===== src/rtl/core/mppm_pkg.sv =====
// Package for the multi-pattern path matcher: item codes, cell control struct,
// marker word table and ASCII case folding. No dependencies.
`default_nettype none

package mppm_pkg;

  localparam int CHAR_W = 16;
  localparam int ACTION_W = 2;
  localparam int MARKER_CELLS = 25;

  localparam logic [ACTION_W-1:0] ACT_CLEAR = 2'd0;
  localparam logic [ACTION_W-1:0] ACT_LOAD  = 2'd1;
  localparam logic [ACTION_W-1:0] ACT_PATH  = 2'd2;

  // "appdata", "profiles" and the decoy folder word, already folded
  localparam logic [CHAR_W-1:0] MARKER_CHAR [MARKER_CELLS] = '{
    16'h0061, 16'h0070, 16'h0070, 16'h0064, 16'h0061, 16'h0074, 16'h0061,
    16'h0070, 16'h0072, 16'h006f, 16'h0066, 16'h0069, 16'h006c, 16'h0065, 16'h0073,
    16'h0073, 16'h0068, 16'h0069, 16'h0065, 16'h006c, 16'h0064, 16'h0063, 16'h006f,
    16'h0072, 16'h0064
  };
  // first and final cell of each marker word
  localparam logic [MARKER_CELLS-1:0] MARKER_HEAD = 25'h0008081;
  localparam logic [MARKER_CELLS-1:0] MARKER_TAIL = 25'h1004040;

  typedef struct packed {
    logic clear;   // drop pattern table and its match state
    logic step;    // path character advances the cells
    logic flush;   // final path character, match state restarts afterwards
  } cell_ctrl_t;

  function automatic logic [CHAR_W-1:0] fold_char(input logic [CHAR_W-1:0] c);
    logic [CHAR_W-1:0] f;
    f = c;
    if (c >= 16'h0041 && c <= 16'h005a) begin
      f = c + 16'h0020;
    end
    return f;
  endfunction

endpackage

`default_nettype wire


===== src/rtl/core/mppm_cell.sv =====
// One pattern character cell: stored character, end mark and partial-match bit.
// Depends on mppm_pkg.
`default_nettype none

module mppm_cell (
  input  logic                        clk,
  input  logic                        rst,
  input  mppm_pkg::cell_ctrl_t        ctrl,
  input  logic                        wr_en,
  input  logic [mppm_pkg::CHAR_W-1:0] wr_char,
  input  logic                        wr_last,
  input  logic                        enable,
  input  logic                        prev,
  input  logic [mppm_pkg::CHAR_W-1:0] path_char,
  output logic                        partial,
  output logic                        hit_term
);
  import mppm_pkg::*;

  logic [CHAR_W-1:0] ch;
  logic              tail;
  logic              partial_next;

  assign partial_next = enable && prev && (ch == path_char);
  assign hit_term     = partial_next && tail;

  always_ff @(posedge clk) begin
    if (wr_en) begin
      ch <= wr_char;
    end
  end

  always_ff @(posedge clk) begin
    if (rst || ctrl.clear) begin
      partial <= 1'b0;
      tail    <= 1'b0;
    end else begin
      if (wr_en) begin
        tail <= wr_last;
      end
      if (ctrl.step) begin
        partial <= ctrl.flush ? 1'b0 : partial_next;
      end
    end
  end

endmodule

`default_nettype wire


===== src/rtl/core/mppm_row.sv =====
// One pattern slot: a chain of character cells plus active and hit flags.
// Depends on mppm_pkg and mppm_cell.
`default_nettype none

module mppm_row #(
  parameter int MAX_PATTERN_CHARS = 128,
  localparam int POS_W = $clog2(MAX_PATTERN_CHARS + 1)
) (
  input  logic                        clk,
  input  logic                        rst,
  input  mppm_pkg::cell_ctrl_t        ctrl,
  input  logic                        row_wr,
  input  logic                        commit,
  input  logic [POS_W-1:0]            wr_pos,
  input  logic [mppm_pkg::CHAR_W-1:0] wr_char,
  input  logic                        wr_last,
  input  logic [mppm_pkg::CHAR_W-1:0] path_char,
  output logic                        row_hit
);
  import mppm_pkg::*;

  logic                         active;
  logic                         hit;
  logic                         hit_next;
  logic [MAX_PATTERN_CHARS-1:0] partial;
  logic [MAX_PATTERN_CHARS-1:0] chain_in;
  logic [MAX_PATTERN_CHARS-1:0] terms;

  assign chain_in = {partial[MAX_PATTERN_CHARS-2:0], 1'b1};

  for (genvar k = 0; k < MAX_PATTERN_CHARS; k++) begin : g_cell
    mppm_cell u_cell (
      .clk       (clk),
      .rst       (rst),
      .ctrl      (ctrl),
      .wr_en     (row_wr && (wr_pos == POS_W'(k))),
      .wr_char   (wr_char),
      .wr_last   (wr_last),
      .enable    (active),
      .prev      (chain_in[k]),
      .path_char (path_char),
      .partial   (partial[k]),
      .hit_term  (terms[k])
    );
  end

  assign hit_next = hit || (|terms);
  assign row_hit  = active && hit_next;

  always_ff @(posedge clk) begin
    if (rst || ctrl.clear) begin
      active <= 1'b0;
      hit    <= 1'b0;
    end else begin
      if (commit) begin
        active <= 1'b1;
      end
      if (ctrl.step) begin
        hit <= ctrl.flush ? 1'b0 : hit_next;
      end
    end
  end

endmodule

`default_nettype wire


===== config.mk =====
export PLATFORM = sky130hd
export DESIGN_NAME = mppm_row
export DESIGN_NICKNAME = d
export VERILOG_FILES = /design/src/rtl/core/mppm_pkg.sv /design/src/rtl/core/mppm_cell.sv /design/src/rtl/core/mppm_row.sv
export SDC_FILE = /design/constraint.sdc
export NUM_CORES = 2
export LEC_CHECK = 0
export ABC_AREA = 1
export BUFFER_PORTS_ARGS = -buffer_cell sky130_fd_sc_hd__buf_2
export CORE_UTILIZATION = 46
export DETAILED_ROUTE_END_ITERATION = 12
export SLEW_MARGIN = 20
export SYNTH_ARGS = -nofsm -noshare
export SYNTH_HDL_FRONTEND = slang
export SYNTH_SLANG_ARGS = --single-unit

===== constraint.sdc =====
create_clock -name clk -period 2.1 [get_ports clk]
set_input_delay 0.42 -clock clk [delete_from_list [all_inputs] [get_ports clk]]
set_output_delay 0.42 -clock clk [all_outputs]
set_load 0.03 [all_outputs]

# After elaboration in Yosys (flattened, before gate mapping)
# Index checks and enable logic that the tools add are counted.
[op_classes] reduce_logical=516 n_mux=128 n_eq_ne=255
[op_table] operator="equality test 16 bit" n=128
[op_table] operator="equality test 8 x 7 -> 1 bit (second input constant)" n=64
[op_table] operator="logical AND 1 bit" n=512
[op_table] operator="equality test 8 x 6 -> 1 bit (second input constant)" n=32
[op_table] operator="equality test 8 x 5 -> 1 bit (second input constant)" n=16
[op_table] operator="two-way mux 1 bit" n=128
[op_table] operator="OR reduction 128 bit" n=1
[op_table] operator="equality test 8 x 4 -> 1 bit (second input constant)" n=8
[op_table] operator="equality test 8 x 3 -> 1 bit (second input constant)" n=4
[op_table] operator="equality test 8 x 2 -> 1 bit (second input constant)" n=2
[op_table] operator="equality test 8 x 1 -> 1 bit (second input constant)" n=1
[op_table] operator="zero test 8 bit" n=1
[op_table] operator="logical OR 1 bit" n=2
[word_totals] out_inout_bits=1 word_cells=1284 in_bits=48 reg_bits=2305

# Longest topological paths before layout
[logic_depth] ltp_word=6 depth_mapped=20 ltp_nobuf=16

# Modules after synthesis
# From an unflattened synthesis, not the netlist that was laid out.
[hier_totals] cells_unflattened=16341 area_unflattened_um2=126541.4
[modules_own_cells] module="mppm_cell" cells_per_inst=125 area_each_um2=977.2 instances=128 seq_area_each_um2=520.5
[modules_own_cells] module="mppm_row" cells_per_inst=341 area_each_um2=1461.4 instances=1 seq_area_each_um2=40.0

# Worst setup path before layout
# OpenSTA, ideal clock, no wires.
[synth_timing] path_type="input to output" from="in path_char[13] (netlist name)" to="out row_hit" arrival_ns=2.199 path_slack_ns=-0.519 path_stages=17 path_cell_list="buf_4 -> inv_2 -> buf_6 -> buf_6 -> buf_6 -> nor2_1 -> nor3_1 -> nand2_1 -> nor2_1 -> nand4_1 -> nand2_1 -> nor2_1 -> nand2_1 -> nor2_1 -> nand2_1 -> nor2_1 -> a21oi_1"
[synth_between] elab_chain_len=6 word_cells_on_any_way=387 cone_classes="eq/ne: 128; reduce/logical: 259"
[synth_lines] element="start: declaration" line_no="mppm_row.sv:17" source="input logic [mppm_pkg::CHAR_W-1:0] path_char,"
[synth_lines] element="equality test 16 bit" line_no="mppm_cell.sv:24" source="assign partial_next = enable && prev && (ch == path_char);"
[synth_lines] element="logical AND 1 bit" line_no="mppm_cell.sv:24"
[synth_lines] element="logical AND 1 bit" line_no="mppm_cell.sv:25" source="assign hit_term = partial_next && tail;"
[synth_lines] element="OR reduction 128 bit *" line_no="mppm_row.sv:47" source="assign hit_next = hit || (|terms);"
[synth_lines] element="logical OR 1 bit *" line_no="mppm_row.sv:47"
[synth_lines] element="logical AND 1 bit *" line_no="mppm_row.sv:48" source="assign row_hit = active && hit_next;"
[synth_lines] element="end: declaration" line_no="mppm_row.sv:18" source="output logic row_hit"
# Mark *: on every way between the ends. The rest lies on a longest branch, timed or not.

# Worst setup path after layout
[layout_timing] from="reg active" to="out row_hit"
[layout_between] elab_chain_len=6 word_cells_on_any_way=386 cone_classes="reduce/logical: 386"
[layout_lines] element="start: declaration" line_no="mppm_row.sv:22" source="logic active;"
[layout_lines] element="start signal: assignment" line_no="mppm_row.sv:52" source="active <= 1'b0;"
[layout_lines] element="start signal: assignment" line_no="mppm_row.sv:56" source="active <= 1'b1;"
[layout_lines] element="logical AND 1 bit (2 in series)" line_no="mppm_cell.sv:24"
[layout_lines] element="logical AND 1 bit" line_no="mppm_cell.sv:25"
[layout_lines] element="OR reduction 128 bit" line_no="mppm_row.sv:47"
[layout_lines] element="logical OR 1 bit" line_no="mppm_row.sv:47"
[layout_lines] element="logical AND 1 bit *" line_no="mppm_row.sv:48"
# Marked as above.

==> impl_metrics.py <==
metrics = {
    "clock_tree": {
        "clockRootBuffer": "clkbuf_16",
        "numCtsBuffers": 235,
        "clock_latency_ns": 0.91,
        "cts_tree": "done",
        "clock_path_buffers": 3,
        "htreeDepth": 4,
        "cts.sinks": 2305,
        "path_clk_slew_ns": 0.06,
    },
    "sta": {
        "relSlewSlack_pct": 35.7,
        "max_freq_mhz": 243,
        "min_period_over_period_pct": 196,
        "setup_viol": 4,
        "fin_skew_ns": 0.0498,
        "finalCriticalPeriod_ns": 4.12,
        "hold_viol": 0,
        "worstMarginPinSlew_ns": 0.965,
        "fin_hold_ws_ns": 0.111,
        "rsz0062_at_grt": "true",
        "setup_ws_ns": -2.02,
        "finalMaxSlewViolations": 0,
    },
    "floorplan": {
        "chipHeight_um": 475,
        "die_area_mm2": 0.226,
        "num_rows": 173,
        "die_x_um": 475,
        "core_area_mm2": 0.222,
        "io_pins": 49,
        "initial_core_util_pct": 46.3,
    },
    "critical_path": {
        "start_kind": "flip-flop",
        "crit_fanout": 8,
        "end_kind": "output port",
        "cp.required_ns": 1.68,
        "worstSetupPathType": "flip-flop to output port",
        "crit_arrival_ns": 3.70,
    },
    "power_and_ir_drop": {
        "vdd_drop_max_v": 0.000797,
        "p_sw_share_pct": 23.9,
        "power_density_mw_per_mm2": 795,
        "power_frac_comb_pct": 8.2,
        "p_leak_nw": 48.9,
        "p_int_w": 0.0771,
        "pwr-share-seq_pct": 49.3,
        "pwr-share-clk_pct": 42.5,
        "p_sw_w": 0.0242,
        "p_total_w": 0.101,
    },
    "routing": {
        "totalWireLength_um": 393000,
        "firstDrtPassIters": 9,
        "drcViolationCount": 0,
        "dr_total_vias": 82000,
        "via_per_inst": 5.73,
        "ant_nets": 0,
        "wl_per_cell_um": 27.5,
        "drt_iter0_drc": 11600,
    },
    "yosys": {
        "synth_area_mm2": 0.103,
        "yosys.cell_types.count": 28,
        "ys_seq_elements": 2305,
        "yosys_warnings": 0,
        "syn_avg_cell_area_um2": 10.2,
        "ys_seq_area_share_pct": 64.8,
        "synth_nets": 10200,
        "synth_cells": 10100,
    },
    "min_path": {
        "min_path_type": "input pin to flip-flop",
    },
    "global_route": {
        "grt_pass1_vias": 77500,
        "antenna_found_initial": 23,
        "grt_start_max_net_pins": 104,
        "grt_overflow": 0,
        "grt_usage_pct": 34.7,
        "grt_pass1_wl_um": 555000,
    },
    "layout": {
        "nets": 11200,
        "final_common_cell": "nand2_1",
        "ff_latch_area_mm2": 0.0666,
        "synthToLayoutAreaGrowth_pct": 23.9,
        "fill_cells": 18300,
        "final_cells": 14300,
        "layout-drive-gt1-share_pct": 16.4,
        "multi_input_area_mm2": 0.0318,
        "most-common-layout-cells": "nand2_1 (2591), edfxtp_1 (2048), nor2_1 (1291), o21ai_0 (835), buf_4 (759)",
    },
    "placement": {
        "dp_worst_setup_slack_ns": -1.98,
        "dp_hpwl_um": 255000,
        "io_buffers": 48,
        "place.gp.congestion": 0.935,
        "placed_cells": 13800,
    },
    "run_status": {
        "violations": "setup timing",
        "status": "complete, but fails checks",
    },
    "flow_run": {
        "maxCapViolations": 0,
    },
}
per-stage QoR:
| stage | setup TNS [ns] | util (%) | instance area [um2] |
|---|---|---|---|
| 2_1_floorplan | -0.257 | - | 103000 |
| 4_1_cts | -3.29 | 57.2 | 127000 |
| 3_5_place_dp | -53.59 | 53.3 | 119000 |
| 6_report | -3.14 | 57.3 | 127000 |
| 5_1_grt | -3.30 | 57.3 | 127000 |
| 3_3_place_gp | -25.53 | 53.3 | 119000 |
synthesized netlist by cell type (all sizes together):
| cell | instances | share of area (%) |
|---|---|---|
| nand2 | 2621 | 9.6 |
| edfxtp | 2048 | 60 |
| nor2 | 1420 | 5.2 |
| o21ai | 926 | 4.5 |
| inv | 666 | 2.4 |
| xor2 | 570 | 4.9 |
| nor3 | 322 | 1.6 |
| buf | 301 | 1.6 |
| nand4 | 259 | 1.6 |
| dfxtp | 257 | 5.0 |
| clkbuf | 199 | 0.73 |
| nand3 | 152 | 0.74 |
| a21oi | 134 | 0.65 |
| or2 | 86 | 0.52 |
| o211ai | 65 | 0.47 |
| xnor2 | 64 | 0.54 |
| o22ai | 28 | 0.17 |
| o21bai | 7 | 0.051 |
| o221ai | 1 | 0.0085 |
final cells by class:
class / instances / area share [%]
clock buffer: 339 / 5.25
inverter: 666 / 2.03
multi-input combinational: 6655 / 25.0
tap: 2975 / 2.92
antenna: 4 / 0.00785
sequential: 2305 / 52.3
timing repair buffer: 1245 / 11.5
clock inverter: 112 / 0.967
flip-flops by register name (all words and copies together) (netlist names):
signal,count
active,1
g_cell.u_cell.partial,127
g_cell.u_cell.tail,128
g_cell.u_cell.ch,2048
hit,1
power by group through the flow:
stage	Sequential [W]	Combinational, W	Clock (W)
detailed placement	0.0509	0.00794	0
global route	0.0499	0.00854	0.0449
finish	0.0500	0.00835	0.0430
global placement	0.0509	0.00791	0
floorplan	0.0509	0.00291	0
CTS	0.0500	0.00807	0.0432
worst paths after layout:
| check | from | end | slack (ns) | cells after the start |
|---|---|---|---|---|
| worst max-delay path | active | row_hit | -2.02 | 16 |
| worst min-delay path | rst | g_cell[102].u_cell.tail | 0.11 | 5 |
| worst min register to register | g_cell[81].u_cell.partial | g_cell[81].u_cell.partial | 0.47 | 2 |
| worst max register to register | active | hit | -0.63 | 20 |
cell families (layout without fill, tap and decap cells):
group	after synthesis	in the layout	share of synthesized area [%]
AOI/OAI and AO/OA	1161	1161	5.86
xor gates and xnor gates	634	634	5.40
buffers and inverters	1166	2362	4.79
DFF	2305	2305	64.8
other	0	4	0
and+or+nand+nor	4860	4860	19.2
repair_timing:
item,in CTS,in global routing
cloned,2,1
setup endpoints to repair,8,19
setup buffers,29,15
hold buffers,18,0
endpoints found under the hold margin,154,0
resized for setup,66,69
pin swaps,25,60
metal layers:
layer	up-vias	global-route usage, %	wire length, um
met5	-	0	9
met4	2	16.2	20600
met3	969	6.00	44600
met2	5152	53.5	175000
met1	39900	47.7	153000
li1	36000	-	-
worst max-delay path, stage by stage, from the launching register on:
cell	delay, ns
dfxtp_4	0.44
buf_12	0.21
buf_16	0.19
buf_8	0.13
nand2_4	0.05
nor2_4	0.11
nand2_2	0.07
nor2_4	0.09
nand4_1	0.33
nand2_2	0.28
nor2_4	0.07
nand2_1	0.08
nor2_1	0.05
nand2_1	0.11
nor2_4	0.07
a21oi_4	0.27
buf_6	0.18
Note: power is estimated with default switching activity, not from simulation.
