<file path="src/rtl/core/mppm_pkg.sv">
// Package for the multi-pattern path matcher: item codes, cell control struct,
// marker word table and ASCII case folding. No dependencies.
`default_nettype none

package mppm_pkg;

  localparam int CHAR_W = 16;
  localparam int ACTION_W = 2;
  localparam int MARKER_CELLS = 25;

  localparam logic [ACTION_W-1:0] ACT_CLEAR = 2'd0;
  localparam logic [ACTION_W-1:0] ACT_LOAD  = 2'd1;
  localparam logic [ACTION_W-1:0] ACT_PATH  = 2'd2;

  // "appdata", "profiles" and the decoy folder word, already folded
  localparam logic [CHAR_W-1:0] MARKER_CHAR [MARKER_CELLS] = '{
    16'h0061, 16'h0070, 16'h0070, 16'h0064, 16'h0061, 16'h0074, 16'h0061,
    16'h0070, 16'h0072, 16'h006f, 16'h0066, 16'h0069, 16'h006c, 16'h0065, 16'h0073,
    16'h0073, 16'h0068, 16'h0069, 16'h0065, 16'h006c, 16'h0064, 16'h0063, 16'h006f,
    16'h0072, 16'h0064
  };
  // first and final cell of each marker word
  localparam logic [MARKER_CELLS-1:0] MARKER_HEAD = 25'h0008081;
  localparam logic [MARKER_CELLS-1:0] MARKER_TAIL = 25'h1004040;

  typedef struct packed {
    logic clear;   // drop pattern table and its match state
    logic step;    // path character advances the cells
    logic flush;   // final path character, match state restarts afterwards
  } cell_ctrl_t;

  function automatic logic [CHAR_W-1:0] fold_char(input logic [CHAR_W-1:0] c);
    logic [CHAR_W-1:0] f;
    f = c;
    if (c >= 16'h0041 && c <= 16'h005a) begin
      f = c + 16'h0020;
    end
    return f;
  endfunction

endpackage

`default_nettype wire

</file>
<file path="src/rtl/core/mppm_marker.sv">
// Fixed marker word cells: three words, each matched on its own against the path.
// Depends on mppm_pkg.
`default_nettype none

module mppm_marker (
  input  logic                        clk,
  input  logic                        rst,
  input  mppm_pkg::cell_ctrl_t        ctrl,
  input  logic [mppm_pkg::CHAR_W-1:0] path_char,
  output logic                        seen_next
);
  import mppm_pkg::*;

  logic [MARKER_CELLS-1:0] partial;
  logic [MARKER_CELLS-1:0] partial_next;
  logic [MARKER_CELLS-1:0] prev;
  logic                    seen;

  assign prev = {partial[MARKER_CELLS-2:0], 1'b1} | MARKER_HEAD;

  always_comb begin
    for (int i = 0; i < MARKER_CELLS; i++) begin
      partial_next[i] = prev[i] && (path_char == MARKER_CHAR[i]);
    end
  end

  assign seen_next = seen || (|(partial_next & MARKER_TAIL));

  always_ff @(posedge clk) begin
    if (rst) begin
      partial <= '0;
      seen    <= 1'b0;
    end else if (ctrl.step) begin
      partial <= ctrl.flush ? '0 : partial_next;
      seen    <= ctrl.flush ? 1'b0 : seen_next;
    end
  end

endmodule

`default_nettype wire

</file>
<file path="config.mk">
export PLATFORM = sky130hd
export DESIGN_NAME = mppm_marker
export DESIGN_NICKNAME = d
export VERILOG_FILES = /design/src/rtl/core/mppm_pkg.sv /design/src/rtl/core/mppm_marker.sv
export SDC_FILE = /design/constraint.sdc
export NUM_CORES = 1
export LEC_CHECK = 0
export ABC_AREA = 1
export BUFFER_PORTS_ARGS = -buffer_cell sky130_fd_sc_hd__buf_2
export CAP_MARGIN = 20
export CORE_ASPECT_RATIO = 1.1
export CORE_MARGIN = 2
export CORE_UTILIZATION = 53
export CTS_BUF_LIST = sky130_fd_sc_hd__clkbuf_16
export CTS_CLUSTER_SIZE = 16
export DETAILED_ROUTE_END_ITERATION = 8
export PLACE_DENSITY = 0.77
export SYNTH_ARGS = -nofsm -noshare
export SYNTH_HDL_FRONTEND = slang
export SYNTH_SLANG_ARGS = --single-unit
</file>
<file path="constraint.sdc">
create_clock -name clk -period 1.1 [get_ports clk]
set_clock_uncertainty 0.05 [all_clocks]
set_input_delay 0.11 -clock clk [delete_from_list [all_inputs] [get_ports clk]]
set_output_delay 0.11 -clock clk [all_outputs]
set_load 0.005 [all_outputs]
</file>
Word level (Yosys, flattened, before mapping)
Cells that the tools add are included.
Widths: inputs -> output; s select.
{ "word_totals": {"elab_cells": 41, "latchBits": 0, "in_bits": 21, "ram_bits": 0, "reg_bits": 25, "rom_bits": 0, "out_inout_bits": 1, "n_memories": 0} }
{ "classes": {"n_eq_ne": 13, "n_shift": 0, "multipliers": 0, "bitwise": 0, "div_mod_pow": 0, "n_mux": 2, "addsub": 0, "order_cmp": 0, "reduce_logical": 24} }
{ "ops": {"columns": ["op", "n"], "rows": [
  ["$eq 16x7->1 const B", 13],
  ["$mux 24", 1],
  ["$logic_and 1x1->1", 22],
  ["$reduce_or 3->1", 1],
  ["$logic_or 1x1->1", 1],
  ["$mux 1", 1]
]} }

Longest topological paths before layout
Gate-level depths: netlist (run 1).
{ "logic_depth": {"word_depth": 5, "depth_mapped": 10} }

Worst setup path after synthesis (run 1)
Ideal clock, no wire load.
{ "synth_path": {"kind": "in2reg", "from": "input port path_char[15] (netlist bit)", "to": "register seen", "n_path_buf": 0, "setup_slack_ns": 0.120, "setup_time_ns": 0.066, "arrival_time_ns": 0.864, "stages": 9, "cell_sequence": "nor2_1 > nand2_1 > nor2_4 > nand2_1 > nor2_1 > nor2_1 > nand2_2 > nand2_2 > a21oi_2"} }
{ "synth_via": {"elab_chain_len": 5, "word_cells_on_any_way": 9} }
{ "synth_lines": {"columns": ["element", "line_no", "rtl"], "rows": [
  ["from (decl)", "mppm_marker.sv:9", "input logic [mppm_pkg::CHAR_W-1:0] path_char,"],
  ["$eq 16x7->1", "mppm_marker.sv:23", "partial_next[i] = prev[i] && (path_char == MARKER_CHAR[i]);"],
  ["$logic_and 1x1->1", "mppm_marker.sv:23", null],
  ["$reduce_or 3->1 (*)", "mppm_marker.sv:27", "assign seen_next = seen || (|(partial_next & MARKER_TAIL));"],
  ["$logic_or 1x1->1 (*)", "mppm_marker.sv:27", null],
  ["net seen_next", "mppm_marker.sv:10", "output logic seen_next"],
  ["$mux 1 (*)", "mppm_marker.sv:35", "seen <= ctrl.flush ? 1'b0 : seen_next;"],
  ["to (signal assigned)", "mppm_marker.sv:35", null],
  ["to (decl)", "mppm_marker.sv:17", "logic seen;"]
]} }
Mark *: on every way through the listed nets, which the timed path passes. The rest lies on a longest branch.
A chain may end at the register's enable or synchronous reset.

Final worst setup path (run 1)
{ "layout_path": {"from": "input port path_char[3] (netlist bit)", "to": "output port seen_next"} }
{ "layout_via": {"elab_chain_len": 4, "word_cells_on_any_way": 8} }
{ "layout_lines": {"columns": ["element", "line_no"], "rows": [
  ["$eq 16x7->1", "mppm_marker.sv:23"],
  ["$logic_and 1x1->1", "mppm_marker.sv:23"],
  ["$reduce_or 3->1 (*)", "mppm_marker.sv:27"],
  ["$logic_or 1x1->1 (*)", "mppm_marker.sv:27"],
  ["to (decl)", "mppm_marker.sv:10"]
]} }
Mark *: on every way between the ends. The rest lies on a longest branch, timed or not.

==> results by group, run 1 <==
Timing
  • Slew Limit Fails: 0
  • Final period utilization: 1.07
  • Final setup margin: -0.0725 ns
  • Final Hold Fails: 0
  • Slew HR: 0.716
  • RSZ-0062 raised after global routing: true
  • Max Fclk: roughly 850 MHz
  • Fin crit period: 1.17 ns
  • # setup viols final: 2
  • Worst Tran Pin Value: about 0.43 ns
  • Setup TNS: -0.0919 ns

Critical path
  • Critical path startpoint category: primary input
  • Worst Path Required: 0.94 ns
  • Slowest stage delay, CP: ~0.15 ns
  • Worst reg-to-reg setup slack: 0.10 ns
  • CP endpoint kind: primary output
  • Worst path most repeated cell: nand2_2
  • Worst r2r path cells: 7
  • Worst Path Buf+Inv: 3
  • Critical path class: in2out
  • Reg2reg start: partial[23]
  • Worst path cell trace: buf_4, nor2_4, nand2_2, nor2_4, nand3_2, nand2_2, inv_1, nand2_2, buf_2
  • FF-to-FF End: seen
  • Crit path max fanout: 4
  • Levels on crit path: 9
  • Crit path DAT: 1.01 ns
  • Slowest cell on crit path: nor2_4
  • CP top delay family: simple AND/OR/NAND/NOR gates

Final layout
  • N_diodes: 0
  • Layout cells sized above 1: 0.426
  • Layout Cells excl Fill: between 200 and 250
  • Util after Layout: 0.818
  • P&R area growth vs syn: 46.2%
  • Layout Nets: about 220

Power and ir drop
  • Max VDD drop: 955 uV
  • P per Cell Area: roughly 1100 mW/mm2
  • Leak: between 0.0006 and 0.0007 uW

Run status
  • Failing checks: negative setup slack
  • Status: complete, but fails checks

Yosys
  • Post-synth top area share: 0.412
  • Yosys warning total: 0
  • Mapped cell area: between 0.001 and 0.0015 mm2
  • Netlist cell types: 18
  • Yosys top cell by area: dfxtp_1
  • Synth area leaders: dfxtp_1, nand2_1, a21oi_1, nand4_1, nor2_1
  • Yosys reg bits: 23
  • Cell count after synthesis: roughly 160
  • Sequential area share after synthesis: 0.412
  • Synthesized area per cell: ~6.9 um2
  • Syn Nets: about 180

Clock network
  • Clock buffer depth: 2
  • Total CTS buffers: 3
  • Clock Sinks: 23
  • Root buffer cell: clkbuf_16
  • CTS tree: yes
  • CTS H-tree depth: 1
  • Clk_lat worst skew: about 0.25 ns
  • Worst-path clk slew: about 0.060 ns
  • Number of hold buffers added after cts: 0

Routing
  • WL/cell: approximately 16 um
  • Routed vias/inst: 5.69
  • Initial DRT Pass Iterations: 4
  • First DRT Iteration DRCs: 40
  • Vias post-DR: 1309
  • DRC errors left: 0
  • DRT antenna net count: 0
  • Total Wirelength: between 3000 and 4000 um

Placed design
  • HPWL after DPL: 2050 um
  • RePlAce Congestion: around 0.89
  • Port Buf Inserts: 20
  • Inst Count DP: roughly 220

Die
  • Row cnt: 17
  • Die area: roughly 0.0025 mm2
  • Die boundary height: ~52 um
  • Initial Utilization: 0.559
  • Core Area: between 0.0015 and 0.002 mm2
  • Top-level port count: 22
  • Die Width: 47.8 um

Worst hold path
  • Hold_sp: rst
  • Hold depth: 2
  • Hold Crit Class: in2reg
  • Hold EP: partial[7]

Global route
  • First-pass GRT wire length: approximately 4900 um
  • Largest net degree at the start of global routing: 24
  • Number of global-route vias before repair: 1194
  • Gr usage total: 0.270
  • Initial antenna violation count: 0
  • GRT overflow: 0

Run
  • Number of max-cap violations: 0
## cell type report
class | instances | area, um2
multi-input combinational | 118 | 696
sequential | 23 | 464
fill | 126 | 364
timing repair buffer | 42 | 304
clock buffer | 3 | 75.1
inverter | 15 | 56.3
tap | 28 | 35.0
clock inverter | 1 | 5.00
## layout by cell type (no fill, tap or decap), types with 5 or more instances in the layout
master	netlist	routed
a21oi_1	22	21
buf_2	1	12
buf_4	1	25
buf_6	0	5
dfxtp_1	23	20
inv_1	14	12
nand2_1	41	33
nand2_2	3	10
nand3b_1	6	6
nand4_1	14	14
nor2_1	18	6
nor2_2	3	6
nor2_4	1	10
## power breakdown
part | internal [uW] | switching [uW]
Clock | 488 | 288
Sequential | 833 | 0.000314
Combinational | 92.1 | 130
## per-stage QoR
stage                     power (uW)  area, um2  setup slack (ns)  hold slack (ns)
after floorplan                  923       1120             0.120            0.122
after global placement           994       1320            -0.119            0.398
after detailed placement         999       1320            -0.199            0.405
after CTS                       1780       1470           -0.0354            0.221
after global routing            1880       1640            -0.123            0.254
final                           1830       1640           -0.0725            0.236
## per-layer routing
metal	share of wire	global-route usage
met3	0.065	0.0448
met2	0.50	0.431
met5	0	0
met4	0.052	0.135
met1	0.38	0.341
## kinds of logic after synthesis
family / synth area share
flops: 0.412
buf+inv: 0.0816
simple gates: 0.400
compound gates: 0.106
## repair_timing
action	in CTS	in global routing
gates cloned	0	0
gates resized for setup	9	41
pin swaps	5	17
setup endpoints to repair	1	8
buffers inserted	5	3
## flip-flops by register name, summed over array words and instances (netlist names)
| signal | count |
|---|---|
| partial | 22 |
| seen | 1 |
## Yosys cell counts
cell type / instances
nor2_1: 18
dfxtp_1: 23
buf_2: 1
buf_4: 1
nor3_1: 3
inv_2: 1
a21oi_1: 22
nand3_1: 6
inv_1: 14
clkbuf_4: 1
nand4_1: 14
nor2_2: 3
clkbuf_1: 4
nor2_4: 1
a21oi_2: 1
nand2_2: 3
nand2_1: 41
nand3b_1: 6
## how the worst max path moves through the flow
stage	start	end	slack, ns
final	path_char[3]	seen_next	-0.07
after global routing	path_char[11]	seen_next	-0.12
after CTS	path_char[0]	seen_next	-0.04
after detailed placement	path_char[13]	partial[20]	-0.20
after global placement	path_char[15]	partial[20]	-0.12
after floorplan	path_char[15]	seen	0.12
Power figures use the tool's default switching activity.
==> run 2: changes to the inputs <==
==> constraint.sdc (replaced) <==
create_clock -name clk -period 1.1 [get_ports clk]
set_clock_uncertainty 0.05 [all_clocks]
set_input_delay 0.11 -clock clk [delete_from_list [all_inputs] [get_ports clk]]
set_output_delay 0.11 -clock clk [all_outputs]
set_load 0.1 [all_outputs]
==> results by group, run 2 (same netlist as run 1, synthesis figures left out) <==
Timing
  • Min Hold Slack: 0.200 ns (was 0.236 ns)
  • Fin crit period: 1.28 ns (was 1.17 ns)
  • Max Fclk: 779 MHz (was 853 MHz)
  • Final period utilization: 1.17 (was 1.07)
  • RSZ-0062 raised after global routing: true (unchanged)
  • Slew Limit Fails: 0 (unchanged)
  • # setup viols final: 10 (was 2)
  • Slew HR: 0.690 (was 0.716)
  • Final Hold Fails: 0 (unchanged)
  • Final setup margin: -0.184 ns (was -0.0725 ns)
  • Worst Tran Pin Value: 0.465 ns (was 0.426 ns)

Final layout
  • Top Registers: partial (22), seen (1) (unchanged)
  • P&R area growth vs syn: 38.5% (was 46.2%)
  • Layout Nets: 223 (was 224)
  • Layout cells sized above 1: 0.353 (was 0.426)
  • Layout fillers: 153 (was 126)
  • Leading cell type in the layout, fill and taps excluded: nand2_1 (unchanged)
  • Commonest non-fill, non-tap cells in the layout: nand2_1, dfxtp_1, buf_4, a21oi_1, buf_2 (was nand2_1, buf_4, a21oi_1, dfxtp_1, nand4_1)
  • Layout Cells excl Fill: 229 (was 230)
  • Max reg flops: 22 (unchanged)
  • N_diodes: 0 (unchanged)
  • Util after Layout: 0.775 (was 0.818)
  • Largest Register: partial (unchanged)

Run status
  • Failing checks: negative setup slack (unchanged)
  • Status: complete, but fails checks (unchanged)

Routing
  • Initial DRT Pass Iterations: 4 (unchanged)
  • WL/cell: 13.5 um (was 15.7 um)
  • Total Wirelength: 3100 um (was 3610 um)
  • Routed vias/inst: 5.52 (was 5.69)
  • First DRT Iteration DRCs: 57 (was 40)
  • DRT antenna net count: 0 (unchanged)
  • Vias post-DR: 1265 (was 1309)
  • DRC errors left: 0 (unchanged)

Global route
  • Initial antenna violation count: 0 (unchanged)
  • Number of global-route vias before repair: 1210 (was 1194)
  • Largest net degree at the start of global routing: 24 (unchanged)
  • Gr usage total: 0.280 (was 0.270)
  • First-pass GRT wire length: 4930 um (was 4850 um)
  • GRT overflow: 0 (unchanged)

Power and ir drop
  • Max VDD drop: 1040 uV (was 955 uV)
  • P per Cell Area: 1150 mW/mm2 (was 1120 mW/mm2)
  • Leak: 0.000616 uW (was 0.000641 uW)
  • Overall Power: 1780 uW (was 1830 uW)

Critical path
  • Worst Path Required: 0.94 ns (about the same)
  • CP Launch Point: path_char[11] (was path_char[3])
  • Slowest stage delay, CP: 0.19 ns (was 0.15 ns)
  • Levels on crit path: 9 (unchanged)
  • Critical path startpoint category: primary input (unchanged)
  • Worst Path Buf+Inv: 2 (was 3)
  • Critical path class: in2out (unchanged)
  • Reg2reg start: partial[23] (unchanged)
  • Crit path max fanout: 6 (was 4)
  • CP endpoint kind: primary output (unchanged)
  • CP top delay family: simple AND/OR/NAND/NOR gates (unchanged)
  • Worst r2r path cells: 7 (unchanged)
  • Worst reg-to-reg setup slack: -0.01 ns (was 0.10 ns)
  • Slowest cell on crit path: nor2_4 (unchanged)
  • FF-to-FF End: seen (unchanged)
  • Worst setup path end: seen_next (unchanged)
  • Crit path DAT: 1.12 ns (was 1.01 ns)
  • Worst path most repeated cell: nor2_2 (was nand2_2)
  • Worst path cell trace: buf_2, nor2_2, nand2_2, nor2_4, nand2_1, nor2_1, nor2_2, nand2_8, buf_12 (was buf_4, nor2_4, nand2_2, nor2_4, nand3_2, nand2_2, inv_1, nand2_2, buf_2)

Placed design
  • Port Buf Inserts: 20 (unchanged)
  • RePlAce Congestion: 0.852 (was 0.893)
  • HPWL after DPL: 1990 um (was 2050 um)
  • Inst Count DP: 219 (was 218)

Clock network
  • CTS tree: yes (unchanged)
  • Clk_lat worst skew: 0.25 ns (about the same)
  • Worst-path clk slew: 0.06 ns (about the same)
  • Clock Sinks: 23 (unchanged)
  • Clock buffer depth: 2 (unchanged)
  • CTS H-tree depth: 1 (unchanged)
  • Total CTS buffers: 3 (unchanged)
  • Root buffer cell: clkbuf_16 (unchanged)

Die
  • Die boundary height: 52.2 um (unchanged)
  • Die Width: 47.8 um (unchanged)
  • Top-level port count: 22 (unchanged)
  • Initial Utilization: 0.559 (unchanged)
  • Die area: 0.00249 mm2 (unchanged)
  • Core Area: 0.00200 mm2 (unchanged)
  • Row cnt: 17 (unchanged)

Worst hold path
  • Hold_sp: path_char[2] (was rst)
  • Hold Crit Class: in2reg (unchanged)

Run
  • Number of max-cap violations: 0 (unchanged)
## run 2: changes by cell type in the layout (fill, tap and decap cells not counted), sizes merged
cell	previous run	this run
inv	15	16
buf	42	41
clkinv	1	0
## run 2: how the worst min path moves through the flow
stage / to / cells after the start / slack [ns]
after floorplan: seen / 1 / 0.12
after global placement: partial[21] / 2 / 0.40
after detailed placement: partial[12] / 2 / 0.41
after CTS: partial[16] / 4 / 0.20
after global routing: partial[16] / 4 / 0.25
final: partial[16] / 4 / 0.20
## run 2: what timing repair did
item,CTS,global route
pin swaps,4,14
hold endpoints to repair,0,0
resized for setup,6,13
hold buffers,0,0
endpoints found under the setup margin,2,14
buffers inserted,3,3
## run 2: worst reg2reg max path: stages, from the launching register on
cell     delay, ns
dfxtp_2       0.32
nand2_1       0.05
nor2_1        0.05
nor2_2        0.22
nand2_8       0.07
buf_4         0.13
nand2_2       0.05
a21oi_2       0.04
## run 2: through the flow
| stage | worst slack [ns] | TNS (ns) | area [um2] |
|---|---|---|---|
| 3_5_place_dp | -0.274 | -3.32 | 1360 |
| 4_1_cts | -0.164 | -0.164 | 1480 |
| 6_report | -0.184 | -0.423 | 1550 |
| 5_1_grt | -0.284 | -1.71 | 1550 |
| 3_3_place_gp | -0.251 | -2.70 | 1360 |
| 2_1_floorplan | -0.0497 | -0.0497 | 1130 |
## run 2: layout make-up
cell class | instances | area (um2) | share of cell area
flip-flops and latches | 23 | 462 | 0.298
multi-input cells | 118 | 638 | 0.412
clock buffers | 3 | 75.1 | 0.0485
well taps | 28 | 35.0 | 0.0226
repair buffers | 41 | 279 | 0.180
clock inverters | 1 | 3.75 | 0.00242
inverters | 15 | 56.3 | 0.0363
## run 2: report_power, final
group,internal [uW],switching [uW]
Combinational,70.9,108
Sequential,833,0.000309
Clock,485,281
Total,1390,389
## run 2: metal layers
layer | share of wire | global-route usage | vias up
li1 | - | - | 619
met1 | 0.40 | 0.306 | 600
met2 | 0.54 | 0.476 | 39
met3 | 0.046 | 0.0690 | 7
met4 | 0.016 | 0.149 | 0
met5 | 0 | 0 | -
